[src/rtl/upud_pkg.sv]
`default_nettype none

package upud_pkg;

  // code unit, code point and APB address widths
  localparam int unsigned UNIT_W = 16;
  localparam int unsigned CP_W   = 21;
  localparam int unsigned PADDR_W = 3;

  // register map
  localparam logic REG_PRESERVE = 1'b0;

  // characters of interest
  localparam logic [UNIT_W-1:0] CHAR_PCT = 16'h0025;

  // utf-8 and utf-16 limits
  localparam logic [CP_W-1:0] CP_MIN_2   = 21'h000080;
  localparam logic [CP_W-1:0] CP_MIN_3   = 21'h000800;
  localparam logic [CP_W-1:0] CP_MIN_4   = 21'h010000;
  localparam logic [CP_W-1:0] CP_MAX     = 21'h10FFFF;
  localparam logic [CP_W-1:0] CP_SUR_LO  = 21'h00D800;
  localparam logic [CP_W-1:0] CP_SUR_HI  = 21'h00DFFF;
  localparam logic [CP_W-1:0] CP_PLANE1  = 21'h010000;
  localparam logic [UNIT_W-1:0] SURR_HI_BASE = 16'hD800;
  localparam logic [UNIT_W-1:0] SURR_LO_BASE = 16'hDC00;

  // escape parser phase
  typedef enum logic [2:0] {
    PH_IDLE      = 3'd0,
    PH_LEAD_PCT  = 3'd1,
    PH_LEAD_HI   = 3'd2,
    PH_CONT_WAIT = 3'd3,
    PH_CONT_PCT  = 3'd4,
    PH_CONT_HI   = 3'd5
  } upud_phase_e;

  // one decoded step: up to three units for the back end
  typedef struct packed {
    logic [1:0]                   count;
    logic [2:0][UNIT_W-1:0]       units;
    logic                         malformed;
    logic                         eos;
  } upud_cmd_t;

  // hex digit: bit 4 valid, bits 3:0 value
  function automatic logic [4:0] hex_digit(input logic [UNIT_W-1:0] u);
    logic [4:0] r;
    r = 5'd0;
    if (u >= 16'h0030 && u <= 16'h0039) begin
      r = {1'b1, 4'(u - 16'h0030)};
    end else if (u >= 16'h0061 && u <= 16'h0066) begin
      r = {1'b1, 4'(u - 16'h0057)};
    end else if (u >= 16'h0041 && u <= 16'h0046) begin
      r = {1'b1, 4'(u - 16'h0037)};
    end
    return r;
  endfunction

  // reserved set ; , / ? : @ & = + $ #
  function automatic logic is_reserved(input logic [7:0] c);
    logic r;
    unique case (c)
      8'h3B, 8'h2C, 8'h2F, 8'h3F, 8'h3A, 8'h40,
      8'h26, 8'h3D, 8'h2B, 8'h24, 8'h23: r = 1'b1;
      default:                            r = 1'b0;
    endcase
    return r;
  endfunction

endpackage

`default_nettype wire

[src/rtl/upud_front.sv]
`default_nettype none

module upud_front
  import upud_pkg::*;
(
  input  wire logic              clk_i,
  input  wire logic              rst_ni,
  input  wire logic              accept_i,
  input  wire logic [UNIT_W-1:0] unit_i,
  input  wire logic              last_i,
  input  wire logic              preserve_i,
  output logic                   push_o,
  output upud_cmd_t              cmd_o
);

  upud_phase_e      phase_q, phase_d;
  logic [3:0]       nib_q, nib_d;
  logic [7:0]       held_q, held_d;
  logic [CP_W-1:0]  acc_q, acc_d;
  logic [1:0]       left_q, left_d;
  logic [1:0]       cls_q, cls_d;
  logic             swallow_q, swallow_d;

  logic             bad;
  logic [4:0]       hx;
  logic [7:0]       byte_v;
  logic [CP_W-1:0]  cp;
  logic [CP_W-1:0]  cp_min;
  logic [CP_W-1:0]  cp_off;
  upud_cmd_t        cmd;

  assign hx     = hex_digit(unit_i);
  assign byte_v = {nib_q, hx[3:0]};
  assign cp     = {acc_q[CP_W-7:0], byte_v[5:0]};
  assign cp_off = cp - CP_PLANE1;

  always_comb begin
    unique case (cls_q)
      2'd1:    cp_min = CP_MIN_2;
      2'd2:    cp_min = CP_MIN_3;
      default: cp_min = CP_MIN_4;
    endcase
  end

  // classify the unit and advance the escape parser
  always_comb begin
    phase_d   = phase_q;
    nib_d     = nib_q;
    held_d    = held_q;
    acc_d     = acc_q;
    left_d    = left_q;
    cls_d     = cls_q;
    swallow_d = swallow_q;
    bad       = 1'b0;
    cmd       = '0;

    if (swallow_q) begin
      if (last_i) begin
        swallow_d = 1'b0;
      end
    end else begin
      unique case (phase_q)
        PH_IDLE: begin
          if (unit_i == CHAR_PCT) begin
            phase_d = PH_LEAD_PCT;
          end else begin
            cmd.count    = 2'd1;
            cmd.units[0] = unit_i;
          end
        end
        PH_LEAD_PCT, PH_CONT_PCT: begin
          if (!hx[4]) begin
            bad = 1'b1;
          end else begin
            nib_d = hx[3:0];
            if (phase_q == PH_LEAD_PCT) begin
              held_d  = unit_i[7:0];
              phase_d = PH_LEAD_HI;
            end else begin
              phase_d = PH_CONT_HI;
            end
          end
        end
        PH_LEAD_HI: begin
          if (!hx[4]) begin
            bad = 1'b1;
          end else if (!byte_v[7]) begin
            // ascii: maybe keep the escape as written
            if (preserve_i && is_reserved(byte_v)) begin
              cmd.count    = 2'd3;
              cmd.units[0] = CHAR_PCT;
              cmd.units[1] = {8'h00, held_q};
              cmd.units[2] = unit_i;
            end else begin
              cmd.count    = 2'd1;
              cmd.units[0] = {8'h00, byte_v};
            end
            phase_d = PH_IDLE;
          end else if (byte_v[7:5] == 3'b110) begin
            acc_d   = CP_W'(byte_v[4:0]);
            left_d  = 2'd1;
            cls_d   = 2'd1;
            phase_d = PH_CONT_WAIT;
          end else if (byte_v[7:4] == 4'b1110) begin
            acc_d   = CP_W'(byte_v[3:0]);
            left_d  = 2'd2;
            cls_d   = 2'd2;
            phase_d = PH_CONT_WAIT;
          end else if (byte_v[7:3] == 5'b11110) begin
            acc_d   = CP_W'(byte_v[2:0]);
            left_d  = 2'd3;
            cls_d   = 2'd3;
            phase_d = PH_CONT_WAIT;
          end else begin
            bad = 1'b1;
          end
        end
        PH_CONT_WAIT: begin
          if (unit_i == CHAR_PCT) begin
            phase_d = PH_CONT_PCT;
          end else begin
            bad = 1'b1;
          end
        end
        PH_CONT_HI: begin
          if (!hx[4] || byte_v[7:6] != 2'b10) begin
            bad = 1'b1;
          end else begin
            acc_d  = cp;
            left_d = left_q - 2'd1;
            if (left_q != 2'd1) begin
              phase_d = PH_CONT_WAIT;
            end else if (cp < cp_min || cp > CP_MAX ||
                         (cp >= CP_SUR_LO && cp <= CP_SUR_HI)) begin
              bad = 1'b1;
            end else begin
              if (cp < CP_PLANE1) begin
                cmd.count    = 2'd1;
                cmd.units[0] = cp[UNIT_W-1:0];
              end else begin
                cmd.count    = 2'd2;
                cmd.units[0] = SURR_HI_BASE + UNIT_W'(cp_off[19:10]);
                cmd.units[1] = SURR_LO_BASE + UNIT_W'(cp_off[9:0]);
              end
              phase_d = PH_IDLE;
            end
          end
        end
        default: bad = 1'b1;
      endcase

      // a string may not end inside an escape
      if (!bad && last_i && phase_d != PH_IDLE) begin
        bad = 1'b1;
      end

      if (bad) begin
        phase_d       = PH_IDLE;
        nib_d         = '0;
        held_d        = '0;
        acc_d         = '0;
        left_d        = '0;
        cls_d         = '0;
        swallow_d     = !last_i;
        cmd           = '0;
        cmd.count     = 2'd1;
        cmd.malformed = 1'b1;
        cmd.eos       = 1'b1;
      end else begin
        cmd.eos = last_i;
      end
    end
  end

  // parser state, advanced on each accepted unit
  always_ff @(posedge clk_i or negedge rst_ni) begin
    if (!rst_ni) begin
      phase_q   <= PH_IDLE;
      nib_q     <= '0;
      held_q    <= '0;
      acc_q     <= '0;
      left_q    <= '0;
      cls_q     <= '0;
      swallow_q <= 1'b0;
    end else if (accept_i) begin
      phase_q   <= phase_d;
      nib_q     <= nib_d;
      held_q    <= held_d;
      acc_q     <= acc_d;
      left_q    <= left_d;
      cls_q     <= cls_d;
      swallow_q <= swallow_d;
    end
  end

  assign push_o = accept_i && (cmd.count != 2'd0);
  assign cmd_o  = cmd;

endmodule

`default_nettype wire

[src/rtl/upud_queue.sv]
`default_nettype none

module upud_queue
  import upud_pkg::*;
#(
  parameter int unsigned DEPTH = 4
) (
  input  wire logic  clk_i,
  input  wire logic  rst_ni,
  input  wire logic  push_i,
  input  upud_cmd_t  push_data_i,
  output logic       full_o,
  input  wire logic  pop_i,
  output upud_cmd_t  head_o,
  output logic       empty_o
);

  localparam int unsigned PTR_W = (DEPTH > 1) ? $clog2(DEPTH) : 1;
  localparam int unsigned CNT_W = $clog2(DEPTH + 1);

  upud_cmd_t          slot_q [DEPTH];
  logic [PTR_W-1:0]   wr_q, wr_d;
  logic [PTR_W-1:0]   rd_q, rd_d;
  logic [CNT_W-1:0]   cnt_q, cnt_d;

  assign full_o  = (cnt_q == CNT_W'(DEPTH));
  assign empty_o = (cnt_q == '0);
  assign head_o  = slot_q[rd_q];

  // pointer and fill count update
  always_comb begin
    wr_d  = wr_q;
    rd_d  = rd_q;
    cnt_d = cnt_q;
    if (push_i) begin
      wr_d = (wr_q == PTR_W'(DEPTH - 1)) ? '0 : wr_q + 1'b1;
    end
    if (pop_i) begin
      rd_d = (rd_q == PTR_W'(DEPTH - 1)) ? '0 : rd_q + 1'b1;
    end
    if (push_i && !pop_i) begin
      cnt_d = cnt_q + 1'b1;
    end else if (pop_i && !push_i) begin
      cnt_d = cnt_q - 1'b1;
    end
  end

  always_ff @(posedge clk_i or negedge rst_ni) begin
    if (!rst_ni) begin
      wr_q  <= '0;
      rd_q  <= '0;
      cnt_q <= '0;
    end else begin
      wr_q  <= wr_d;
      rd_q  <= rd_d;
      cnt_q <= cnt_d;
    end
  end

  // slot storage
  always_ff @(posedge clk_i) begin
    if (push_i) begin
      slot_q[wr_q] <= push_data_i;
    end
  end

endmodule

`default_nettype wire

[src/rtl/upud_back.sv]
`default_nettype none

module upud_back
  import upud_pkg::*;
(
  input  wire logic              clk_i,
  input  wire logic              rst_ni,
  input  upud_cmd_t              head_i,
  input  wire logic              empty_i,
  output logic                   pop_o,
  output logic                   valid_o,
  input  wire logic              ready_i,
  output logic [UNIT_W-1:0]      unit_o,
  output logic                   malformed_o,
  output logic                   eos_o
);

  logic [1:0] idx_q, idx_d;
  logic       final_unit;
  logic       xfer;

  // walk the units of the head entry one per request
  assign final_unit  = (idx_q == 2'(head_i.count - 2'd1));
  assign valid_o     = !empty_i;
  assign xfer        = valid_o && ready_i;
  assign pop_o       = xfer && final_unit;
  assign unit_o      = head_i.units[idx_q];
  assign malformed_o = head_i.malformed;
  assign eos_o       = head_i.eos && final_unit;

  always_comb begin
    idx_d = idx_q;
    if (xfer) begin
      idx_d = final_unit ? 2'd0 : idx_q + 2'd1;
    end
  end

  always_ff @(posedge clk_i or negedge rst_ni) begin
    if (!rst_ni) begin
      idx_q <= '0;
    end else begin
      idx_q <= idx_d;
    end
  end

endmodule

`default_nettype wire

[src/rtl/uri_percent_utf8_decoder.sv]
// URI percent decoder: UTF-16 code units in, decoded UTF-16 code units out.
// Input stream s_axis: one code unit per request in tdata, tlast on the final
// unit of a string. Output stream m_axis: one decoded unit per request in
// tdata, tuser on the single result that ends a malformed string, tlast on the
// final result of a string (always set together with tuser).
// APB register 0 (address 0), bit 0: preserve_reserved, reset 0; set it to
// keep escapes of reserved characters as their three original units.
// The front parser takes one unit every cycle while the queue has room and
// writes each step's results (zero to three units) into a QUEUE_DEPTH-entry
// queue; the back end sends one unit per cycle from the queue head while
// m_axis_tready is high. A result waits in the queue until it is at the head.
// Units go in at one per cycle while the queue has room; a step with three
// results takes three transfers, so the output port sets the sustained rate.
// When the receiver stalls, the queue fills and s_axis_tready drops while it
// is full. Reset empties the queue and returns the parser to plain text.
`default_nettype none

module uri_percent_utf8_decoder
  import upud_pkg::*;
#(
  parameter int unsigned QUEUE_DEPTH = 4
) (
  input  wire logic                clk_i,
  input  wire logic                rst_ni,
  // input stream
  input  wire logic                s_axis_tvalid,
  output logic                     s_axis_tready,
  input  wire logic [15:0]         s_axis_tdata,   // [15:0] unit
  input  wire logic                s_axis_tlast,
  // output stream
  output logic                     m_axis_tvalid,
  input  wire logic                m_axis_tready,
  output logic [15:0]              m_axis_tdata,   // [15:0] out_unit
  output logic                     m_axis_tuser,   // [0] malformed
  output logic                     m_axis_tlast,
  // configuration
  input  wire logic                psel,
  input  wire logic                penable,
  input  wire logic                pwrite,
  input  wire logic [PADDR_W-1:0]  paddr,
  input  wire logic [31:0]         pwdata,
  output logic [31:0]              prdata,
  output logic                     pready
);

  logic      preserve_q;
  logic      accept;
  logic      push;
  upud_cmd_t push_cmd;
  logic      full;
  logic      pop;
  upud_cmd_t head;
  logic      empty;

  // configuration register
  assign pready = 1'b1;
  assign prdata = (paddr[2] == REG_PRESERVE) ? {31'd0, preserve_q} : 32'd0;

  always_ff @(posedge clk_i or negedge rst_ni) begin
    if (!rst_ni) begin
      preserve_q <= 1'b0;
    end else if (psel && penable && pwrite && pready && paddr[2] == REG_PRESERVE) begin
      preserve_q <= pwdata[0];
    end
  end

  // front: parse and classify
  assign s_axis_tready = !full;
  assign accept        = s_axis_tvalid && s_axis_tready;

  upud_front u_front (
    .clk_i      (clk_i),
    .rst_ni     (rst_ni),
    .accept_i   (accept),
    .unit_i     (s_axis_tdata),
    .last_i     (s_axis_tlast),
    .preserve_i (preserve_q),
    .push_o     (push),
    .cmd_o      (push_cmd)
  );

  // queue between parser and output
  upud_queue #(
    .DEPTH (QUEUE_DEPTH)
  ) u_queue (
    .clk_i       (clk_i),
    .rst_ni      (rst_ni),
    .push_i      (push),
    .push_data_i (push_cmd),
    .full_o      (full),
    .pop_i       (pop),
    .head_o      (head),
    .empty_o     (empty)
  );

  // back: serialize results
  upud_back u_back (
    .clk_i       (clk_i),
    .rst_ni      (rst_ni),
    .head_i      (head),
    .empty_i     (empty),
    .pop_o       (pop),
    .valid_o     (m_axis_tvalid),
    .ready_i     (m_axis_tready),
    .unit_o      (m_axis_tdata),
    .malformed_o (m_axis_tuser),
    .eos_o       (m_axis_tlast)
  );

  // checks
  a_no_overflow: assert property (@(posedge clk_i) disable iff (!rst_ni)
    push |-> !full)
    else $error("queue written while full");

  a_no_underflow: assert property (@(posedge clk_i) disable iff (!rst_ni)
    pop |-> !empty)
    else $error("queue read while empty");

  a_malformed_ends: assert property (@(posedge clk_i) disable iff (!rst_ni)
    (m_axis_tvalid && m_axis_tuser) |-> m_axis_tlast)
    else $error("malformed result not marked as end of string");

endmodule

`default_nettype wire

[config.mk]
export PLATFORM = sky130hd
export DESIGN_NAME = uri_percent_utf8_decoder
export DESIGN_NICKNAME = d
export VERILOG_FILES = /design/src/rtl/upud_pkg.sv /design/src/rtl/upud_front.sv /design/src/rtl/upud_queue.sv /design/src/rtl/upud_back.sv /design/src/rtl/uri_percent_utf8_decoder.sv
export SDC_FILE = /design/constraint.sdc
export NUM_CORES = 1
export LEC_CHECK = 0
export CAP_MARGIN = 20
export CORE_MARGIN = 4
export CORE_UTILIZATION = 44
export DETAILED_ROUTE_END_ITERATION = 8
export DONT_BUFFER_PORTS = 1
export PLACE_DENSITY_LB_ADDON = 0.25
export SYNTH_ARGS = -nofsm -noshare
export SYNTH_HDL_FRONTEND = slang
export SYNTH_SLANG_ARGS = --single-unit
export TNS_END_PERCENT = 1
[constraint.sdc]
create_clock -name clk_i -period 3.8 [get_ports clk_i]
set_input_delay 0.19 -clock clk_i [delete_from_list [all_inputs] [get_ports clk_i]]
set_output_delay 0.19 -clock clk_i [all_outputs]
set_load 0.005 [all_outputs]
== Word-level counts from Yosys, hierarchy flattened ==
Memory sizes are Yosys's and may differ from the RTL's.
Index checks and enable logic that the tools add are counted.

* Add/subtract/negate cells: 13
* Order comparisons: 12
* Equal/unequal tests: 32
* Multiplexer cells: 99
* Bitwise operators: 2
* Reductions and logical operators: 46

{| class="wikitable"
|+ Operators by type and width
! kind !! count
|-
| $mux W32 || 4
|-
| $mux W15 || 7
|-
| $mux W50 || 2
|-
| $eq A8 B6 Y1 const B || 10
|-
| $mux W16 || 5
|-
| $mux W52 || 1
|-
| $mux W51 || 1
|-
| $mux W3 || 16
|-
| $pmux W16 S3 || 1
|-
| $mux W2 || 17
|-
| $pmux W17 S2 || 1
|-
| $add A15 B11 Y16 const A || 2
|-
| $bmux W16 S2 || 1
|-
| $ge A16 B7 Y1 const B || 2
|-
| $le A16 B7 Y1 const B || 2
|-
| $mux W8 || 4
|-
| $pmux W16 S2 || 1
|-
| $pmux W15 S2 || 1
|-
| $mux W1 || 26
|-
| $ge A21 B16 Y1 const B || 1
|-
| $gt A21 B21 Y1 const B || 1
|-
| $le A21 B16 Y1 const B || 1
|-
| $lt A21 B17 Y1 || 1
|-
| $lt A21 B17 Y1 const B || 1
|-
| 47 further kinds || 95
|}

* Bits in registers: 45
* RAM bits: 208
* Input port bits: 59
* Output and inout port bits: 53
* Word-level logic and storage cells: 217
* Memories: 1

{| class="wikitable"
|+ Memories
! name !! depth !! bits a word !! rd ports !! clocked after memory_dff !! write ports !! RTL line !! text
|-
| u_queue.slot_q || 4 || 52 || 1 || 0 || 1 || upud_queue.sv:21 || <nowiki>upud_cmd_t slot_q [DEPTH];</nowiki>
|}

== Longest topological paths before layout ==
Gate-level depths: netlist of run 1.

* Word-level depth: 26
* Depth in mapped cells: 18
* Depth with buffers taken out: 17

== By module ==
A second synthesis of run 1 with hierarchy kept.

* Cells, all modules: 852
* Area, all modules: 12191.7 µm²

{| class="wikitable"
|+ Modules (own cells, without submodules)
! module !! times used !! cells each !! area an instance (µm²) !! sequential area each (µm²)
|-
| upud_queue || 1 || 309 || 7985.2 || 6421.2
|-
| upud_front || 1 || 432 || 3412.0 || 875.8
|-
| upud_back || 1 || 71 || 483.0 || 50.0
|-
| uri_percent_utf8_decoder || 1 || 40 || 311.5 || 25.0
|}

== Worst setup path before layout of run 1 ==
Ideal clock, no wire load.

* Path kind: input port to flip-flop
* Start point: in s_axis_tdata[0]
* End point: mem u_queue.slot_q[0][0] (netlist name), enable pin
* Setup time: 0.409 ns
* Arrival time: 4.107 ns
* Data required time: 3.391 ns
* Slack: -0.716 ns
* Stages: 13
* Path buffers: 2
* Cells stage by stage: clkbuf_1 > inv_1 > ha_1 > o21bai_1 > a21oi_1 > o21ai_1 > or4_1 > clkbuf_1 > nand4_1 > or3_4 > a21o_4 > a21oi_4 > and2_1

* Cells in the longest elaborated chain, start to end: 24
* Elaborated cells between the ends (all ways): 91
* Those cells by class: 3 x add/sub; 11 x order compare; 13 x eq/ne; 48 x mux; 16 x reduce/logical

{| class="wikitable"
|+ RTL lines
! item !! RTL line !! text
|-
| from (decl) || uri_percent_utf8_decoder.sv:28 || <nowiki>input wire logic [15:0] s_axis_tdata,</nowiki>
|-
| $ge A16 B7 Y1 / $le A16 B7 Y1 (equally long branches) || upud_pkg.sv:53 || <nowiki>end else if (u >= 16'h0041 && u <= 16'h0046) begin</nowiki>
|-
| $logic_and A1 B1 Y1 || upud_pkg.sv:53 ||
|-
| $mux W5 || upud_pkg.sv:53 ||
|-
| $mux W5 || upud_pkg.sv:51 || <nowiki>end else if (u >= 16'h0061 && u <= 16'h0066) begin</nowiki>
|-
| $mux W5 || upud_pkg.sv:49 || <nowiki>if (u >= 16'h0030 && u <= 16'h0039) begin</nowiki>
|-
| $lt A21 B17 Y1 (tied with other cells) || upud_front.sv:133 || <nowiki>end else if (cp < cp_min || cp > CP_MAX ||</nowiki>
|-
| $logic_or A1 B1 Y1 (tied with other cells) || upud_front.sv:133 ||
|-
| $logic_or A1 B1 Y1 / $mux W1 (equally long branches) || upud_front.sv:133, upud_front.sv:104 ||
|-
| [9 not listed] || -- ||
|-
| $mux W1 || upud_front.sv:57 || <nowiki>if (swallow_q) begin</nowiki>
|-
| $mux W51 (*) || upud_front.sv:157 || <nowiki>if (bad) begin</nowiki>
|-
| $mux W52 (*) || upud_front.sv:57 ||
|-
| $reduce_bool A2 Y1 (*) || upud_front.sv:196 || <nowiki>assign push_o = accept_i && (cmd.count != 2'd0);</nowiki>
|-
| $logic_and A1 B1 Y1 (*) || upud_front.sv:196 ||
|-
| net push || uri_percent_utf8_decoder.sv:48 || <nowiki>logic push;</nowiki>
|-
| $mux W1 (*) || upud_queue.sv:62 || <nowiki>if (push_i) begin</nowiki>
|-
| $mux W1 (implied by the code) (*) || upud_queue.sv:63 || <nowiki>slot_q[wr_q] <= push_data_i;</nowiki>
|-
| to (decl) || upud_queue.sv:21 ||
|}

The timed path passes the listed nets; every way through them passes the cells marked *. The select of a mux whose other input is x is not followed.

== Worst setup path in the final report of run 1 ==
* Start point: reg u_front.acc_q[13]
* End point: reg u_queue.cnt_q[2]

* Cells in the longest elaborated chain, start to end: 20
* Elaborated cells between the ends (all ways): 38
* Those cells by class: 5 x order compare; 20 x mux; 13 x reduce/logical

{| class="wikitable"
|+ RTL lines
! item !! RTL line !! text
|-
| from (decl) || upud_front.sv:19 || <nowiki>logic [CP_W-1:0] acc_q, acc_d;</nowiki>
|-
| from (signal assigned) || upud_front.sv:181 || <nowiki>acc_q <= '0;</nowiki>
|-
| from (signal assigned) || upud_front.sv:189 || <nowiki>acc_q <= acc_d;</nowiki>
|-
| $lt A21 B17 Y1 (tied with other cells) || upud_front.sv:133 ||
|-
| $logic_or A1 B1 Y1 / $logic_and A1 B1 Y1 (equally long branches) || upud_front.sv:133, upud_front.sv:134 ||
|-
| $logic_or A1 B1 Y1 || upud_front.sv:133 ||
|-
| $mux W1 || upud_front.sv:133 ||
|-
| $mux W1 || upud_front.sv:131 || <nowiki>if (left_q != 2'd1) begin</nowiki>
|-
| $mux W1 || upud_front.sv:126 || <nowiki>if (!hx[4] || byte_v[7:6] != 2'b10) begin</nowiki>
|-
| $pmux W1 S5 || upud_front.sv:62 || <nowiki>unique case (phase_q)</nowiki>
|-
| $mux W1 || upud_front.sv:57 ||
|-
| [5 not listed] || -- ||
|-
| $mux W51 (*) || upud_front.sv:157 ||
|-
| $mux W52 (*) || upud_front.sv:57 ||
|-
| $reduce_bool A2 Y1 (*) || upud_front.sv:196 ||
|-
| $logic_and A1 B1 Y1 (*) || upud_front.sv:196 ||
|-
| net push || uri_percent_utf8_decoder.sv:48 ||
|-
| $logic_not A1 Y1 || upud_queue.sv:43 || <nowiki>end else if (pop_i && !push_i) begin</nowiki>
|-
| $logic_and A1 B1 Y1 || upud_queue.sv:43 ||
|-
| $reduce_bool A2 Y1 (no source line) || -- ||
|-
| to (signal assigned) || upud_queue.sv:56 || <nowiki>cnt_q <= cnt_d;</nowiki>
|-
| to (decl) || upud_queue.sv:24 || <nowiki>logic [CNT_W-1:0] cnt_q, cnt_d;</nowiki>
|}

Marks and branches as above.
A chain may end at the register's enable or synchronous reset.

==> flow_summary_export.csv, run 1 <==
group,metric,value,unit
setup_path,crit_path_end_kind,"flip-flop",
route,wirelength,27300,um
global_routing,grtUsageMet1,27.4,%
setup_path,cpMaxStageDelayCell,"or4_1",
timing,timing_max_transition_violations_final,0,
finish,layout.cells.non_filler,1324,
yosys,ys_ff_latch,233,
route,drt-initial-drc-count,560,
yosys,synth_edf_count,188,
route,routed-via-count,7429,
floorplan,die_w,170,um
route,remaining_routing_drc_violations,0,
setup_path,timing.critical_path.cells,"or4_1 -> o31a_1 -> o21ai_1 -> nor4_2 -> a211oi_1 -> nand3_1 -> a21o_4 -> a21oi_4 -> ha_1 -> inv_1 -> fa_1 -> xor2_1 -> nor2_1 -> xor2_1",
setup_path,critPathLaunchType,"flip-flop",
global_routing,gr-total-overflow,0,
cts,worst_setup_hold_path_clk_slew,0.06,ns
cts,cts-buffers-inserted,26,
finish,final_layout_size_suffix_gt1_share,19.8,%
route,detail-route-antenna-nets,0,
timing,report.final.hold_viol_count,0,
yosys,avgSynthCellArea,13.3,um2
setup_path,worst_path_largest_cell_delay,0.64,ns
setup_path,worst_ep_required_time,4.23,ns
floorplan,pin_count,112,
finish,syn_to_final_growth,17.0,%
global_routing,grt_pass1_vias,7499,
place,gp_congestion,0.880,
pwr,power,7.68,mW
finish,postLayoutCoreUtil,52.9,%
route,viasPerCell,5.61,
cts,worst_skew_late_latency,0.52,ns
timing,grt_setup_unrepaired,"no",
timing,timing.fmax,287,MHz
timing,min_period_over_period,91.9,%
route,routed_length_per_instance,20.6,um
pwr,ir_worst_vdd,0.000391,V
yosys,synthDistinctLibCells,79,
timing,worst_slew_pin_slew,0.885,ns
route,detail_route.first_pass.iterations,5,
cts,cts_num_sinks,233,
global_routing,grt_max_degree,46,
floorplan,start_util,45.2,%
place,io_buffer_count,0,
cts,htreeDepth,1,
yosys,synth_cell_area,0.0115,mm2
finish,fillerInstances,2186,
yosys,yosysWarningCount,0,
yosys,synthTopCellsByArea,"edfxtp_1 (49%), dfrtp_1 (9.8%), mux4_2 (9.2%)",
setup_path,max_fanout_on_critical_path,7,
setup_path,cp_data_arrival_time,3.92,ns
global_routing,grt_pass1_wl,43000,um
setup_path,criticalPathCategory,"flip-flop to flip-flop",
floorplan,row_count,58,
timing,clock-skew-final,0.0194,ns
cts,root_buffer,"clkbuf_16",
yosys,ys_seq_area_share,59.0,%
global_routing,grt_antenna_before_repair,0,
global_routing,grt.total_usage,19.1,%
yosys,asyncSetResetFlopFracSynth,19.3,%
cts,cts_tree,"built",
cts,clock_path_buffers,3,
yosys,area_share_of_the_largest_cell_type_after_synthesis,49.2,%
flow_run,cap_viol_max_count,0,
timing,layout_min_cycle_time,3.49,ns
timing,setup-violations-final,0,
finish,final_nets,1049,
setup_path,timing.critical_path.mode_cell,"xor2_1",
yosys,yosys.area.top_type,"edfxtp_1",
global_routing,most_used_layer_global_route,"met2",
global_routing,routing_usage_on_met3,4.57,%
yosys,flip_flop_cell_with_the_highest_count_after_synthesis,"edfxtp_1",
place,place_hpwl,18400,um
pwr,powerDensity,572,mW/mm2
yosys,post_synth_inst_count,862,
floorplan,die_h,170,um
place,dpl.cell_count,1256,
outcome,result_of_the_run,"completed",
pwr,power.leakage,5.05,nW
floorplan,die_area,0.0287,mm2
timing,max-slew-margin-rel,41.0,%
finish,antennaDiodeCount,0,
min_path,hp-class,"input pin to flip-flop",
global_routing,global_route_met2_utilization,29.9,%
floorplan,core_region_area,0.0254,mm2
[cell type report]
type                       instances  area, um2  area share (%)
sequential                       233       6780            50.5
multi-input combinational        587       4430            33.0
timing repair buffer              97        908            6.76
clock buffer                      32        673            5.01
tap                              330        413            3.07
clock inverter                    16        120           0.894
inverter                          29        109           0.810
[metal layers]
metal	part of all wire, %	up-vias	wire length, um
met5	0	-	0
met4	1.5	0	413
met3	7.7	36	2100
met2	46	258	12600
met1	45	3681	12100
li1	-	3454	-
[repair_timing]
item	4_1_cts	5_1_grt
hold buffers	20	0
buffers inserted	0	0
gates resized for setup	0	3
endpoints found under the hold margin	101	0
setup endpoints to repair	0	2
[sequential cells by signal, summed over array words and instances (netlist names)]
register,count
u_queue.rd_q,2
preserve_q,1
u_back.idx_q,2
u_front.held_q,8
u_front.acc_q,15
u_front.swallow_q,1
u_front.cls_q,2
u_front.phase_q,3
u_front.left_q,2
u_queue.wr_q,2
u_queue.cnt_q,3
u_front.nib_q,4
u_queue.slot_q,188
[cells in the mapped netlist, drive strengths merged (11+ instances only)]
library cell,instances
mux2i,18
clkbuf,33
nand3,11
a211oi,12
a22oi,21
inv,29
a21oi,27
o22ai,15
nand2,75
o21ai,33
and2,22
nor2,54
buf,46
a22o,12
dfrtp,45
a21o,15
nor3,19
mux4,47
edfxtp,188
ha,15
[metrics by stage]
stage               instance area [um2]  worst slack (ns)  setup TNS, ns  hold WS, ns
finish                            13400             0.310              0       0.0205
global route                      13400            0.0117              0       0.0156
CTS                               13400             0.229              0      0.00737
detailed placement                12400            -0.141         -0.216       -0.104
global placement                  12400           -0.0704         -0.112       -0.103
floorplan                         11700            0.0372              0       -0.106
[critical path, delay by kind of cell (launching register included)]
family	cells	cell delay, ns
AO/OA/AOI/OAI	5	1.05
AND/OR/NAND/NOR	4	0.97
adder cells (fa/ha/maj)	2	0.54
flip-flops	1	0.45
XOR/XNOR	2	0.34
buffers and inverters	1	0.05
[report_power, final]
group          internal [mW]  leakage, nW  total, mW  switching, mW
Clock                   1.33        0.387       2.31          0.974
Sequential              3.21         2.36       3.34          0.133
Combinational          0.918         2.30       2.03           1.11
Total                   5.46         5.05       7.68           2.22
[cell usage in the layout, fill, tap and decap left out, types with 10 or more instances in the layout]
cell,n
buf_4,68
a21o_1,14
edfxtp_1,188
mux2i_1,18
inv_1,29
and2_1,17
a21oi_1,24
dfrtp_1,42
a211oi_1,10
o21ai_0,30
conb_1,68
nor2_1,54
nand3_1,11
mux4_2,47
a22o_1,12
dlygate4sd3_1,19
o22ai_1,14
nand2_1,75
clkbuf_16,26
ha_1,15
nor3_1,18
a22oi_1,21
[cells by family after synthesis]
group,Yosys count,synth area share [%]
AOI/OAI and AO/OA,186,12.1
DFF,233,59.0
and+or+nand+nor,239,10.4
buffers and inverters,108,4.76
adders and majority gates,16,1.81
muxes,70,11.3
xor gates and xnor gates,8,0.610
other,2,0.0654
[path summary, 6_finish.rpt]
kind,to,slack (ns),cells past startpoint,startpoint
setup / recovery,u_queue.cnt_q[2]$_DFFE_PN0P_,0.31,14,u_front.acc_q[13]$_DFFE_PN0P_
hold / removal,u_back.idx_q[1]$_DFFE_PN0P_,0.02,4,m_axis_tready
setup reg to reg,u_queue.cnt_q[2]$_DFFE_PN0P_,0.31,14,u_front.acc_q[13]$_DFFE_PN0P_
hold reg to reg,u_front.left_q[1]$_DFFE_PN0P_,0.49,2,u_front.left_q[1]$_DFFE_PN0P_
min in group asynchronous,preserve_q$_DFFE_PN0P_,0.17,2,rst_ni
max in group asynchronous,u_queue.rd_q[0]$_DFFE_PN0P_,3.36,2,rst_ni
No activity file was read; power rests on OpenSTA's default activity.
==> run 2: changes to the inputs <==
- CAP_MARGIN: 20 -> unset
- PLACE_DENSITY: unset -> 0.69
- PLACE_DENSITY_LB_ADDON: 0.25 -> unset
- clock period: 3.8 -> 4.5 ns (I/O delays scaled with it)
==> run 2 against run 1 <==
Compared with the run above:
- critical path depth is 3 higher
- die area stayed put
- sequential cell count stayed put
- clock skew is 0.0058 ns lower
- critical endpoint unchanged
- largest cell class unchanged
==> flow_summary_export.csv, run 2 (synthesis gave the netlist of run 1 again) <==
group,metric,value,unit
outcome,result_of_the_run,"completed",
cts,cts_tree,"built",
setup_path,r2r.worst_path.cells,17,
route,wirelength,26700,um
cts,cts-buffers-inserted,25,
setup_path,crit_path_end_kind,"flip-flop",
timing,setup_total_negative_slack,0,ns
route,remaining_routing_drc_violations,0,
global_routing,grt_pass1_wl,42000,um
timing,worst_slew_pin_slew,0.874,ns
finish,max_flop_register,"u_queue.slot_q",
setup_path,cpLargestDelayFamily,"simple AND/OR/NAND/NOR gates",
timing,clock-skew-final,0.0136,ns
cts,cts_num_sinks,233,
timing,timing_max_transition_violations_final,0,
route,detail-route-antenna-nets,0,
setup_path,cp-endpoint,"u_queue.cnt_q[2]$_DFFE_PN0P_",
finish,final_nets,1003,
setup_path,cp_data_arrival_time,4.16,ns
setup_path,timing.rr.end,"u_queue.cnt_q[2]$_DFFE_PN0P_",
finish,fillerInstances,2131,
global_routing,gr-total-overflow,0,
flow_run,cap_viol_max_count,0,
route,routed_length_per_instance,20.9,um
finish,seqCellArea,0.00678,mm2
cts,root_buffer,"clkbuf_16",
timing,report.final.hold_viol_count,0,
timing,setup-violations-final,0,
setup_path,reg2reg_from,"u_front.acc_q[10]$_DFFE_PN0P_",
timing,grt_setup_unrepaired,"no",
finish,highest_count_cells_in_the_layout_ignoring_fill_and_taps,"edfxtp_1 (188), nand2_1 (75), conb_1 (68)",
setup_path,cpMaxStageDelayCell,"dfrtp_1",
finish,final_common_cell,"edfxtp_1",
place,place_hpwl,17700,um
setup_path,number_of_cells_on_the_critical_path,17,
cts,postCtsResizedCells,0,
setup_path,crit_start,"u_front.acc_q[10]$_DFFE_PN0P_",
pwr,power.leakage,4.81,nW
finish,layout.cells.non_filler,1277,
floorplan,die_h,170,um
setup_path,timing.critical_path.cells,"inv_1 -> ha_1 -> nor3b_1 -> nor4_1 -> o21ai_0 -> nor4_1 -> nor3_1 -> a211oi_1 -> buf_4 -> nor3_4 -> a21oi_4 -> ha_1 -> inv_1 -> fa_1 -> xor2_1 -> nor2_1 -> xor2_1",
timing,min_period_over_period,82.6,%
timing,layout_min_cycle_time,3.72,ns
setup_path,worst_path_largest_cell_delay,0.46,ns
floorplan,core_region_area,0.0254,mm2
global_routing,grt_antenna_before_repair,0,
global_routing,grt_pass1_vias,7352,
route,drt-initial-drc-count,1033,
cts,worst_setup_hold_path_clk_slew,0.06,ns
finish,syn_to_final_growth,13.4,%
setup_path,critical_path_buf_inv_count,3,
finish,final_layout_size_suffix_gt1_share,16.2,%
route,detail_route.first_pass.iterations,6,
floorplan,start_util,45.2,%
timing,max-slew-margin-rel,41.8,%
setup_path,reg2reg_slack,0.78,ns
cts,htreeDepth,1,
pwr,ir_worst_vdd,0.000357,V
finish,largest_register_ff_count,188,
setup_path,worst_ep_required_time,4.94,ns
finish,layout_top_registers,"u_queue.slot_q x188, u_front.acc_q x15, u_front.held_q x8",
floorplan,row_count,58,
pwr,powerDensity,497,mW/mm2
route,viasPerCell,5.86,
global_routing,grt_max_degree,46,
setup_path,critPathLaunchType,"flip-flop",
finish,area_of_the_multi_input_gates,0.00442,mm2
global_routing,grt.total_usage,18.5,%
timing,timing.fmax,269,MHz
finish,antennaDiodeCount,0,
min_path,hp-class,"input pin to flip-flop",
floorplan,die_area,0.0287,mm2
cts,clock_path_buffers,3,
setup_path,criticalPathCategory,"flip-flop to flip-flop",
place,gp_congestion,0.876,
place,io_buffer_count,0,
cts,worst_skew_late_latency,0.52,ns
floorplan,die_w,170,um
place,dpl.cell_count,1214,
setup_path,max_fanout_on_critical_path,7,
timing,fin_hold_ws,0.00619,ns
route,routed-via-count,7477,
floorplan,pin_count,112,
[run 2: cell count changes in the layout (fill, tap and decap cells not counted), sizes merged]
cell and change:
dlygate4sd3 -3, clkinv -4, bufinv +1, clkbuf -3
clkinvlp +2, buf -42, inv +2
[run 2: repair_timing]
action	CTS	global route
endpoints found under the setup margin	0	0
buffers inserted	0	0
hold buffers	17	0
endpoints found under the hold margin	77	0
[run 2: worst min-delay path by stage]
| stage | start | cells past startpoint | slack, ns | to |
|---|---|---|---|---|
| 2_1_floorplan | rst_ni | 0 | -0.07 | preserve_q$_DFFE_PN0P_ |
| 3_3_place_gp | rst_ni | 0 | -0.07 | u_front.held_q[6]$_DFFE_PN0P_ |
| 3_5_place_dp | rst_ni | 0 | -0.07 | u_front.held_q[3]$_DFFE_PN0P_ |
| 4_1_cts | s_axis_tdata[11] | 1 | 0.002 | u_queue.slot_q[0][13]$_DFFE_PP_ |
| 5_1_grt | s_axis_tdata[15] | 1 | 0.002 | u_queue.slot_q[1][17]$_DFFE_PP_ |
| 6_report | s_axis_tdata[11] | 1 | 0.006 | u_queue.slot_q[1][13]$_DFFE_PP_ |
[run 2: area by class of cell]
cell class / count / area share (%)
Clock buffer: 29 / 4.99
Clock inverter: 17 / 1.12
Inverter: 29 / 0.836
Multi-Input combinational cell: 587 / 33.9
Sequential cell: 233 / 52.0
Tap cell: 330 / 3.17
Timing Repair Buffer: 52 / 3.94
[run 2: per-layer routing]
metal	vias up	routed length, um	global-route usage, %
met3	37	2190	3.31
li1	3359	-	-
met2	340	12600	29.4
met1	3741	11500	27.0
met5	-	0	0
met4	0	390	3.89
[run 2: power breakdown]
part,total (mW),internal (mW),switching (mW),leakage (nW)
logic,1.67,0.746,0.924,2.07
clock network,1.99,1.16,0.832,0.384
registers,2.82,2.71,0.110,2.36
total,6.48,4.61,1.87,4.81
[run 2: per-stage QoR]
step	util, %	instance area (um2)	total power, mW	setup slack, ns
after detailed placement	47.4	12000	4.56	0.381
final	51.3	13000	6.48	0.781
after floorplan	-	11700	4.10	-0.0509
after global placement	47.4	12000	4.52	0.449
after global routing	51.3	13000	6.81	0.412
after CTS	51.3	13000	6.57	0.755
==> run 3: changes to the inputs <==
- clock period: 4.5 -> 3.5 ns (I/O delays scaled with it)
==> run 3 against run 2 <==
Compared with the run above:
- critical path depth decreased by 2
- clock power increased by 36%
- sequential cell count unchanged
- setup slack got worse by 0.64 ns
- global-route usage increased by 1.4 points
- final area increased by 5.3%
==> flow_summary_export.csv, run 3 (synthesis gave the netlist of run 1 again) <==
group,metric,value,unit
outcome,result_of_the_run,"completed",
floorplan,die_area,0.0287,mm2
setup_path,worst_ep_required_time,3.94,ns
place,io_buffer_count,0,
min_path,hp-class,"input pin to flip-flop",
pwr,p_int,6.12,mW
timing,grt_setup_unrepaired,"yes",
timing,clock-skew-final,0.0138,ns
route,routed-via-count,7687,
setup_path,cpLargestDelayFamily,"simple AND/OR/NAND/NOR gates",
route,remaining_routing_drc_violations,0,
global_routing,gr-total-overflow,0,
finish,antennaDiodeCount,0,
pwr,power.net_switching,2.48,mW
timing,worst_slew_pin_slew,0.858,ns
setup_path,criticalPathCategory,"flip-flop to flip-flop",
floorplan,die_h,170,um
setup_path,critPathLaunchType,"flip-flop",
cts,cts-buffers-inserted,26,
finish,layout_top_registers,"u_queue.slot_q x188, u_front.acc_q x15, u_front.held_q x8",
setup_path,crit_path_end_kind,"flip-flop",
place,gp_congestion,0.947,
cts,root_buffer,"clkbuf_16",
timing,min_period_over_period,96.1,%
finish,fillerInstances,2106,
pwr,switching_share,28.8,%
place,place_hpwl,19100,um
setup_path,number_of_cells_on_the_critical_path,15,
pwr,clock_power_share,31.5,%
route,detail_route.first_pass.iterations,5,
timing,report.final.hold_viol_count,0,
setup_path,crit_start,"u_front.acc_q[10]$_DFFE_PN0P_",
setup_path,worst_path_largest_cell_delay,0.46,ns
cts,worst_setup_hold_path_clk_slew,0.06,ns
route,routed_length_per_instance,21.1,um
finish,max_flop_register,"u_queue.slot_q",
global_routing,grt_antenna_before_repair,0,
route,drt-initial-drc-count,632,
finish,syn_to_final_growth,19.5,%
finish,final_common_cell,"edfxtp_1",
global_routing,grt_pass1_vias,7882,
pwr,pwr-share-comb,26.1,%
route,viasPerCell,5.70,
global_routing,grt.total_usage,19.9,%
floorplan,pin_count,112,
route,wirelength,28400,um
finish,final_layout_size_suffix_gt1_share,23.0,%
route,detail-route-antenna-nets,0,
timing,max-slew-margin-rel,42.8,%
setup_path,max_fanout_on_critical_path,6,
pwr,power,8.59,mW
finish,area_of_the_multi_input_gates,0.00447,mm2
pwr,powerDensity,626,mW/mm2
pwr,power.leakage,5.22,nW
cts,worst_skew_late_latency,0.53,ns
cts,cts_tree,"built",
global_routing,grt_max_degree,46,
place,postPlaceCellArea,0.0126,mm2
floorplan,core_region_area,0.0254,mm2
global_routing,grt_pass1_wl,44800,um
pwr,pwr-share-seq,42.4,%
timing,timing_max_transition_violations_final,0,
timing,layout_min_cycle_time,3.36,ns
setup_path,critical_path_buf_inv_count,3,
floorplan,row_count,58,
setup_path,cp-endpoint,"u_queue.cnt_q[2]$_DFFE_PN0P_",
finish,largest_register_ff_count,188,
cts,clock_path_buffers,3,
finish,post-route-cell-area,0.0137,mm2
setup_path,reg2reg_slack,0.14,ns
cts,htreeDepth,1,
timing,timing.fmax,297,MHz
setup_path,cp_data_arrival_time,3.81,ns
setup_path,reg2reg_from,"u_front.acc_q[10]$_DFFE_PN0P_",
setup_path,timing.critical_path.cells,"buf_4 -> or4_1 -> buf_4 -> nand2_1 -> mux2i_1 -> a211oi_4 -> nand3_1 -> a21o_4 -> a21oi_4 -> ha_2 -> inv_1 -> fa_2 -> xor2_1 -> nor2_1 -> xor2_1",
floorplan,die_w,170,um
setup_path,timing.rr.end,"u_queue.cnt_q[2]$_DFFE_PN0P_",
floorplan,start_util,45.2,%
finish,seqCellArea,0.00678,mm2
setup_path,r2r.worst_path.cells,15,
pwr,ir_worst_vdd,0.000448,V
cts,cts_num_sinks,233,
finish,highest_count_cells_in_the_layout_ignoring_fill_and_taps,"edfxtp_1 (188), buf_4 (95), nand2_1 (75)",
flow_run,cap_viol_max_count,0,
finish,final_nets,1076,
timing,setup-violations-final,0,
setup_path,cpMaxStageDelayCell,"or4_1",
run 3: worst min-delay path by stage:
stage                     depth (start not counted)  slack, ns        startpoint                              end
after floorplan                                   0      -0.12            rst_ni           preserve_q$_DFFE_PN0P_
after global placement                            0      -0.12            rst_ni   u_front.phase_q[1]$_DFFE_PN0P_
after detailed placement                          0      -0.12            rst_ni   u_front.phase_q[1]$_DFFE_PN0P_
after CTS                                         4      0.009      s_axis_tlast   u_front.phase_q[1]$_DFFE_PN0P_
after global routing                              3       0.05  s_axis_tdata[13]  u_queue.slot_q[3][15]$_DFFE_PP_
final                                             4       0.03      s_axis_tlast   u_front.phase_q[1]$_DFFE_PN0P_
run 3: per-layer routing:
layer / up-vias / part of all wire (%) / global-route usage (%)
met4: 0 / 2.4 / 5.18
met5: - / 0 / 0
met2: 293 / 49 / 33.4
li1: 3496 / - / -
met3: 63 / 7.1 / 3.26
met1: 3835 / 42 / 27.2
run 3: power by group through the flow:
stage	Combinational [mW]	Sequential (mW)	Clock [mW]
2_1_floorplan	1.64	3.63	0
3_3_place_gp	2.22	3.67	0
3_5_place_dp	2.25	3.69	0
4_1_cts	2.30	3.64	2.75
5_1_grt	2.45	3.68	2.88
6_report	2.25	3.64	2.70
run 3: per-stage QoR:
step,instances,utilization (%),TNS [ns],hold WS [ns],setup slack [ns]
6_report,1349,54.0,0,0.0285,0.138
4_1_cts,1349,53.9,0,0.00904,0.0737
3_3_place_gp,1283,49.8,-2.21,-0.116,-0.120
5_1_grt,1349,54.0,-0.0385,0.0494,-0.0385
3_5_place_dp,1283,49.8,-3.08,-0.116,-0.177
2_1_floorplan,928,-,-37.06,-0.121,-0.195
run 3: tightest hold or removal path, cell delays in order:
cell     delay [ns]
nor3_4         0.03
buf_4          0.18
nand2_1        0.06
o21ai_0        0.06
run 3: area by class of cell:
class / instances / area share [%]
Clock buffer: 32 / 5.06
Clock inverter: 14 / 1.09
Inverter: 29 / 0.793
Multi-Input combinational cell: 587 / 32.6
Sequential cell: 233 / 49.4
Tap cell: 330 / 3.01
Timing Repair Buffer: 124 / 8.10
run 3: timing repair:
item,CTS,global route
hold buffers,20,0
buffers inserted,0,0
hold endpoints to repair,105,0
gates resized for setup,0,5
setup endpoints to repair,0,18
